**src/rtl/core/psmc_div.sv**
```systemverilog
// Iterative signed divider for the point set mean and covariance block.
// Divides a two's complement value by an unsigned count, rounding toward zero,
// one quotient bit per cycle. No package dependencies.
module psmc_div #(
    parameter int DIV_W = 61,
    parameter int DVS_W = 11
) (
    input  logic                    i_clk,
    input  logic                    i_rst_n,
    input  logic                    i_start,
    input  logic signed [DIV_W-1:0] i_dividend,
    input  logic        [DVS_W-1:0] i_divisor,
    output logic                    o_done,
    output logic signed [DIV_W-1:0] o_quotient
);

    localparam int CNT_W = $clog2(DIV_W + 1);

    typedef enum logic [1:0] {
        D_IDLE,
        D_RUN,
        D_FIN
    } t_div_state;

    t_div_state        r_state;
    logic [CNT_W-1:0]  r_cnt;
    logic [DIV_W-1:0]  r_quo;
    logic [DVS_W-1:0]  r_rem;
    logic [DVS_W-1:0]  r_dvs;
    logic              r_neg;

    logic [DIV_W-1:0]  mag;
    logic [DVS_W:0]    trial;
    logic [DVS_W:0]    diff;
    logic              fits;

    // Magnitude of the dividend; the most negative value maps onto itself,
    // which is still the right unsigned magnitude.
    assign mag   = i_dividend[DIV_W-1] ? (~i_dividend + 1'b1) : i_dividend;

    // The quotient register shifts dividend bits out at the top while the
    // quotient bits enter at the bottom.
    assign trial = {r_rem, r_quo[DIV_W-1]};
    assign diff  = trial - {1'b0, r_dvs};
    assign fits  = (trial >= {1'b0, r_dvs});

    always_ff @(posedge i_clk) begin
        if (!i_rst_n) begin
            r_state <= D_IDLE;
            o_done  <= 1'b0;
        end else begin
            o_done <= 1'b0;
            case (r_state)
                D_IDLE: begin
                    if (i_start) begin
                        r_quo   <= mag;
                        r_rem   <= '0;
                        r_dvs   <= i_divisor;
                        r_neg   <= i_dividend[DIV_W-1];
                        r_cnt   <= CNT_W'(DIV_W);
                        r_state <= D_RUN;
                    end
                end
                D_RUN: begin
                    r_rem <= fits ? diff[DVS_W-1:0] : trial[DVS_W-1:0];
                    r_quo <= {r_quo[DIV_W-2:0], fits};
                    r_cnt <= r_cnt - 1'b1;
                    if (r_cnt == CNT_W'(1)) begin
                        r_state <= D_FIN;
                    end
                end
                D_FIN: begin
                    o_quotient <= r_neg ? (~r_quo + 1'b1) : r_quo;
                    o_done     <= 1'b1;
                    r_state    <= D_IDLE;
                end
                default: begin
                    r_state <= D_IDLE;
                end
            endcase
        end
    end

endmodule

```
**config.mk**
```make
export PLATFORM = sky130hd
export DESIGN_NAME = psmc_div
export DESIGN_NICKNAME = d
export VERILOG_FILES = /design/src/rtl/core/psmc_div.sv
export SDC_FILE = /design/constraint.sdc
export NUM_CORES = 1
export LEC_CHECK = 0
export ABC_AREA = 0
export ABC_CLOCK_PERIOD_IN_PS = 6500
export BUFFER_PORTS_ARGS = -buffer_cell sky130_fd_sc_hd__buf_2
export CAP_MARGIN = 15
export CORE_UTILIZATION = 50
export CTS_BUF_LIST = sky130_fd_sc_hd__clkbuf_2 sky130_fd_sc_hd__clkbuf_4 sky130_fd_sc_hd__clkbuf_8
export DETAILED_ROUTE_END_ITERATION = 7
export GPL_TIMING_DRIVEN = 0
export PLACE_DENSITY_LB_ADDON = 0.08
export SYNTH_ARGS = -nofsm -noshare
export SYNTH_HDL_FRONTEND = slang
export SYNTH_SLANG_ARGS = --single-unit
```
**constraint.sdc**
```tcl
create_clock -name i_clk -period 6.5 [get_ports i_clk]
set_input_delay 0.65 -clock i_clk [delete_from_list [all_inputs] [get_ports i_clk]]
set_output_delay 0.65 -clock i_clk [all_outputs]
set_load 0.005 [all_outputs]
```
# Word-level counts from Yosys, hierarchy flattened
# Cells that the tools add are included.
dict set report totals {
  ff_bits 154
  latchBits 0
  ramBits 0
  mem_bits_ro 0
  in_bits 75
  out_inout_bits 62
  elab_cells 39
  mem_count 0
}
dict set report op_classes {
  n_addsub 4
  n_mul 0
  div_mod_pow 0
  magnitude_cmp 1
  eq_ne 5
  n_shift 0
  mux 13
  n_bitwise 2
  n_reduce_logical 6
}
# op n
set op_table {}
lappend op_table {{$mux W61} 3}
lappend op_table {{$add A61 B1 Y61 const B} 2}
lappend op_table {{$not A61 Y61} 2}
lappend op_table {{$pmux W61 S2} 1}
lappend op_table {{$mux W11} 2}
lappend op_table {{$pmux W11 S2} 1}
lappend op_table {{$ge A12 B11 Y1} 1}
lappend op_table {{$pmux W6 S2} 1}
lappend op_table {{$sub A11 B11 Y11} 1}
lappend op_table {{$eq A6 B1 Y1 const B} 1}
lappend op_table {{$mux W6} 1}
lappend op_table {{$reduce_and A3 Y1} 2}
lappend op_table {{$sub A6 B1 Y6 const B} 1}
lappend op_table {{$mux W2} 2}
lappend op_table {{$ne A2 B2 Y1 const B} 2}
lappend op_table {{$pmux W2 S2} 1}
lappend op_table {{$reduce_and A2 Y1} 2}
lappend op_table {{$eq A2 B1 Y1 const B} 1}
lappend op_table {{$eq A2 B2 Y1 const B} 1}
lappend op_table {{$logic_not A2 Y1} 1}
lappend op_table {{$reduce_bool A2 Y1} 1}
lappend op_table {{$mux W1} 1}

# Logic depth before layout (Yosys ltp)
dict set report logic_depth {
  ltp_word 5
  mapped_depth 10
  mapped_depth_nobuf 9
}

# Worst setup path after synthesis
# OpenSTA, ideal clock, no wires.
dict set report synth_path {
  path_kind {input-to-reg}
  start {in i_start}
  end {reg r_cnt[0] (enable)}
  setup_ns 0.626
  arrival_time_ns 6.359
  required_time_ns 5.874
  slack_ns -0.485
  cell_stages 2
  path_buffers 0
  cell_sequence {nor2_1 > nor3b_1}
}
dict set report synth_between {
  elab_chain_len 2
}
# item line
set synth_rtl {}
lappend synth_rtl {{start, declared} 10} ;# input logic i_start,
lappend synth_rtl {{$ne A2 B2 Y1 (no source line)} -}
lappend synth_rtl {{$reduce_and A3 Y1 (no source line)} -}
lappend synth_rtl {{end signal, assigned} 60} ;# r_cnt <= CNT_W'(DIV_W);
lappend synth_rtl {{end signal, assigned} 67} ;# r_cnt <= r_cnt - 1'b1;
lappend synth_rtl {{end, declared} 26} ;# logic [CNT_W-1:0] r_cnt;
# No other way between the ends.
# A chain may end at the register's enable or synchronous reset.

# Worst setup path after layout
dict set report layout_path {
  start {reg r_quo[6]}
  end {reg o_quotient[59], data pin}
}
dict set report layout_between {
  elab_chain_len 3
}
# item line
set layout_rtl {}
lappend layout_rtl {{start, declared} 27} ;# logic [DIV_W-1:0] r_quo;
lappend layout_rtl {{start signal, assigned} 56} ;# r_quo <= mag;
lappend layout_rtl {{start signal, assigned} 66} ;# r_quo <= {r_quo[DIV_W-2:0], fits};
lappend layout_rtl {{$not A61 Y61} 73} ;# o_quotient <= r_neg ? (~r_quo + 1'b1) : r_quo;
lappend layout_rtl {{$add A61 B1 Y61} 73}
lappend layout_rtl {{$mux W61} 73}
lappend layout_rtl {{end signal, assigned} 73}
lappend layout_rtl {{end, declared} 14} ;# output logic signed [DIV_W-1:0] o_quotient
# No other way between the ends.

==> results.json <==
{
  "cts_tree": "built",
  "hold_path_depth": 1,
  "clk-insertion-delay-late_ps": 470,
  "leakage_nw": 3.68,
  "ys_seq_area_frac": 0.520,
  "r2r-end": "o_quotient[59]$_DFFE_PP_",
  "num_antenna_cells": 0,
  "crit_type": "reg2reg",
  "startpoint": "r_quo[6]$_DFFE_PP_",
  "worst_pin_slew_ps": 853,
  "slew_headroom": 0.426,
  "port_buffers": 136,
  "netSwitchingPower_mw": 0.661,
  "cts_hold_buf": 0,
  "fmax_ghz": 0.288,
  "ir_worst_vdd_uv": 144,
  "worstRegToRegCells": 6,
  "antenna_found_initial": 1,
  "worst_setup_path_start_kind": "flop",
  "synth_flop_cell": "edfxtp_1",
  "synth_fp_nets": 910,
  "hpwl_um": 16600,
  "syn_area_um2": 8830,
  "worstPathCellList": "nor4_1 -> nand3_1 -> nor4_1 -> nand2_1 -> o41ai_1 -> xnor2_1",
  "die_w_um": 135,
  "postSynthAreaPerCell_um2": 10.8,
  "clkSinkCount": 154,
  "hold_class": "in2reg",
  "avgViaCountPerCell": 5.71,
  "seqPwrFrac": 0.503,
  "netlist.area_leader.share": 0.513,
  "synth_top_area_cell": "edfxtp_1",
  "r2r_slack_ps": 3020,
  "end_kind": "flop",
  "dr_total_vias": 6960,
  "row_count": 48,
  "max_stage_delay_ps": 740,
  "cts_resized": 0,
  "dpl_cell_area_um2": 9930,
  "p_sw_frac": 0.270,
  "layout.nets": 1071,
  "dieHeight_um": 135,
  "grt_pass1_wl_um": 34500,
  "grt_overflow": 0,
  "clockBufferDepth": 2,
  "final_area_um2": 10400,
  "clk_root_buffer_cell": "clkbuf_8",
  "postRouteAntennaNets": 0,
  "dr.pass1.iters": 5,
  "slew_violations": 0,
  "min-delay-start": "i_divisor[5]",
  "routed_wl_um": 22300,
  "yosysUniqueCellTypes": 60,
  "initial_utilization": 0.511,
  "rr_startpoint": "r_quo[6]$_DFFE_PP_",
  "synthArstFlopShare": 0,
  "cts.htree.levels": 4,
  "syn_inst": 819,
  "grtUsageTotal": 0.253,
  "crit_arrival_ps": 3680,
  "power.total_mw": 2.45,
  "p_comb_frac": 0.156,
  "area_delta_synth_final_pct": 17.5,
  "p_int_mw": 1.79,
  "drc_errors": 0,
  "wl_per_cell_um": 18.3,
  "min_to": "r_dvs[5]$_DFFE_PP_",
  "cp_common_cell": "nor4_1",
  "first_iter_violations": 522,
  "numCtsBuffers": 17,
  "tns_ps": 0,
  "place_congestion": 0.884,
  "post_cts_buffers": 0,
  "period_share": 0.535,
  "power_frac_clock": 0.341,
  "clk_pin_slew_worst_paths_ps": 90,
  "setup_violations": 0,
  "grt_max_degree": 33,
  "outcome": "complete, no violations",
  "dieArea_um2": 18200,
  "synth_area_leaders": "edfxtp_1 (51%), xnor2_1 (6.8%), xor2_1 (5.4%)",
  "ys_ff_latch": 154,
  "finalHoldViolCount": 0,
  "worstPathRequired_ps": 6700,
  "crit_slowest_cell": "nor4_1",
  "min_period_ps": 3480,
  "yosys_warnings": 0,
  "drive_above_1_share": 0.205,
  "clock_skew_ps": 10.6,
  "power.density_nw_per_um2": 236,
  "synth-edff-count": 151,
  "maxCapViolCount": 0,
  "grt_pass1_vias": 6392,
  "ios": 137,
  "rsz0062_at_grt": "no",
  "worst-path-max-fanout": 7,
  "coreArea_um2": 17300
}
-- worst max-delay path: cells and delay by family, from the launching register on --
family | cells | cell delay, ps
simple gates | 4 | 2190
flops | 1 | 490
compound gates | 1 | 390
xor+xnor | 1 | 140
-- power by group through the flow --
stage                     Sequential (mW)  Combinational [mW]  Clock, mW
after CTS                            1.23               0.382      0.846
after floorplan                      1.24               0.251          0
after global placement               1.26               0.365          0
after detailed placement             1.25               0.379          0
after global routing                 1.24               0.424      0.874
final                                1.23               0.382      0.835
-- kinds of logic (layout without fill, tap and decap cells) --
| kind of cell | Yosys count | count (layout) | synth area share |
|---|---|---|---|
| adder cells (fa/ha/maj) | 16 | 16 | 0.0235 |
| flip-flops | 154 | 154 | 0.520 |
| multiplexers | 1 | 1 | 0.00113 |
| AND/OR/NAND/NOR | 269 | 269 | 0.160 |
| buffers and inverters | 56 | 230 | 0.0238 |
| AO/OA/AOI/OAI | 200 | 200 | 0.149 |
| XOR/XNOR | 123 | 123 | 0.122 |
-- per-stage QoR --
step / setup WS [ps] / hold WS [ps] / instances / util
final: 3020 / 353 / 1218 / 0.600
after CTS: 3080 / 335 / 1218 / 0.600
after global routing: 2670 / 335 / 1218 / 0.600
after global placement: 639 / 542 / 1180 / 0.567
after floorplan: 2280 / 498 / 819 / -
after detailed placement: 3080 / 547 / 1186 / 0.574
-- metal layers --
metal  wire length [µm]  global-route usage
met5                  0                   0
met1              10100               0.347
met4                398              0.0811
met2              10500               0.411
met3               1350              0.0413
-- how the worst max path moves through the flow --
stage	endpoint	slack, ps	cells past startpoint
after detailed placement	o_quotient[59]$_DFFE_PP_	3080	6
after global placement	r_quo[49]$_DFFE_PP_	640	2
final	o_quotient[59]$_DFFE_PP_	3020	6
after CTS	o_quotient[59]$_DFFE_PP_	3080	6
after global routing	o_quotient[59]$_DFFE_PP_	2670	6
after floorplan	r_cnt[0]$_SDFFCE_PN1P_	2280	2
-- state kept, by name (all words and copies together) (netlist names) --
signal / flops
r_neg: 1
r_cnt: 6
o_quotient: 61
r_quo: 61
r_rem: 11
r_dvs: 11
r_state: 2
o_done: 1
-- final cells by class --
| type | instances | area [µm²] |
|---|---|---|
| plain buffers | 35 | 131 |
| clock inverters | 15 | 221 |
| clock buffers | 17 | 234 |
| flip-flops and latches | 154 | 4590 |
| multi-input cells | 609 | 4060 |
| fillers | 1535 | 6920 |
| well taps | 225 | 282 |
| repair buffers | 142 | 785 |
| inverters | 21 | 78.8 |
-- cells in the mapped netlist (all sizes together) (8+ instances only) --
| cell | instances |
|---|---|
| o41ai | 25 |
| clkbuf | 32 |
| or4 | 13 |
| o31ai | 35 |
| inv | 21 |
| nor4 | 12 |
| xnor2 | 69 |
| nand4 | 12 |
| or3 | 19 |
| nand2 | 100 |
| nand3 | 17 |
| and3 | 8 |
| xor2 | 54 |
| a21oi | 21 |
| nor3 | 16 |
| o21ai | 97 |
| edfxtp | 151 |
| ha | 15 |
| nor2 | 43 |
-- cells in the final DEF, fill, tap and decap left out, types with 4 or more instances in the layout --
cell / Yosys / layout
o41ai_1: 17 / 17
o41ai_2: 8 / 8
xor2_1: 54 / 54
o31ai_1: 33 / 33
clkbuf_8: 0 / 17
or2_2: 6 / 6
or3_1: 19 / 19
o21ai_0: 93 / 93
buf_2: 0 / 136
nand2b_1: 5 / 5
o21ai_1: 4 / 4
ha_1: 15 / 15
nor2_1: 43 / 43
nand4_1: 9 / 9
a21oi_1: 21 / 21
nand3_1: 16 / 16
nor3_1: 16 / 16
xnor2_1: 69 / 69
or4_1: 10 / 10
clkbuf_1: 32 / 32
inv_1: 21 / 21
edfxtp_1: 151 / 151
and3_1: 8 / 8
nor4_1: 9 / 9
bufinv_16: 0 / 5
o211ai_1: 4 / 4
nand2_1: 100 / 100
No activity file was read; power rests on OpenSTA's default activity.
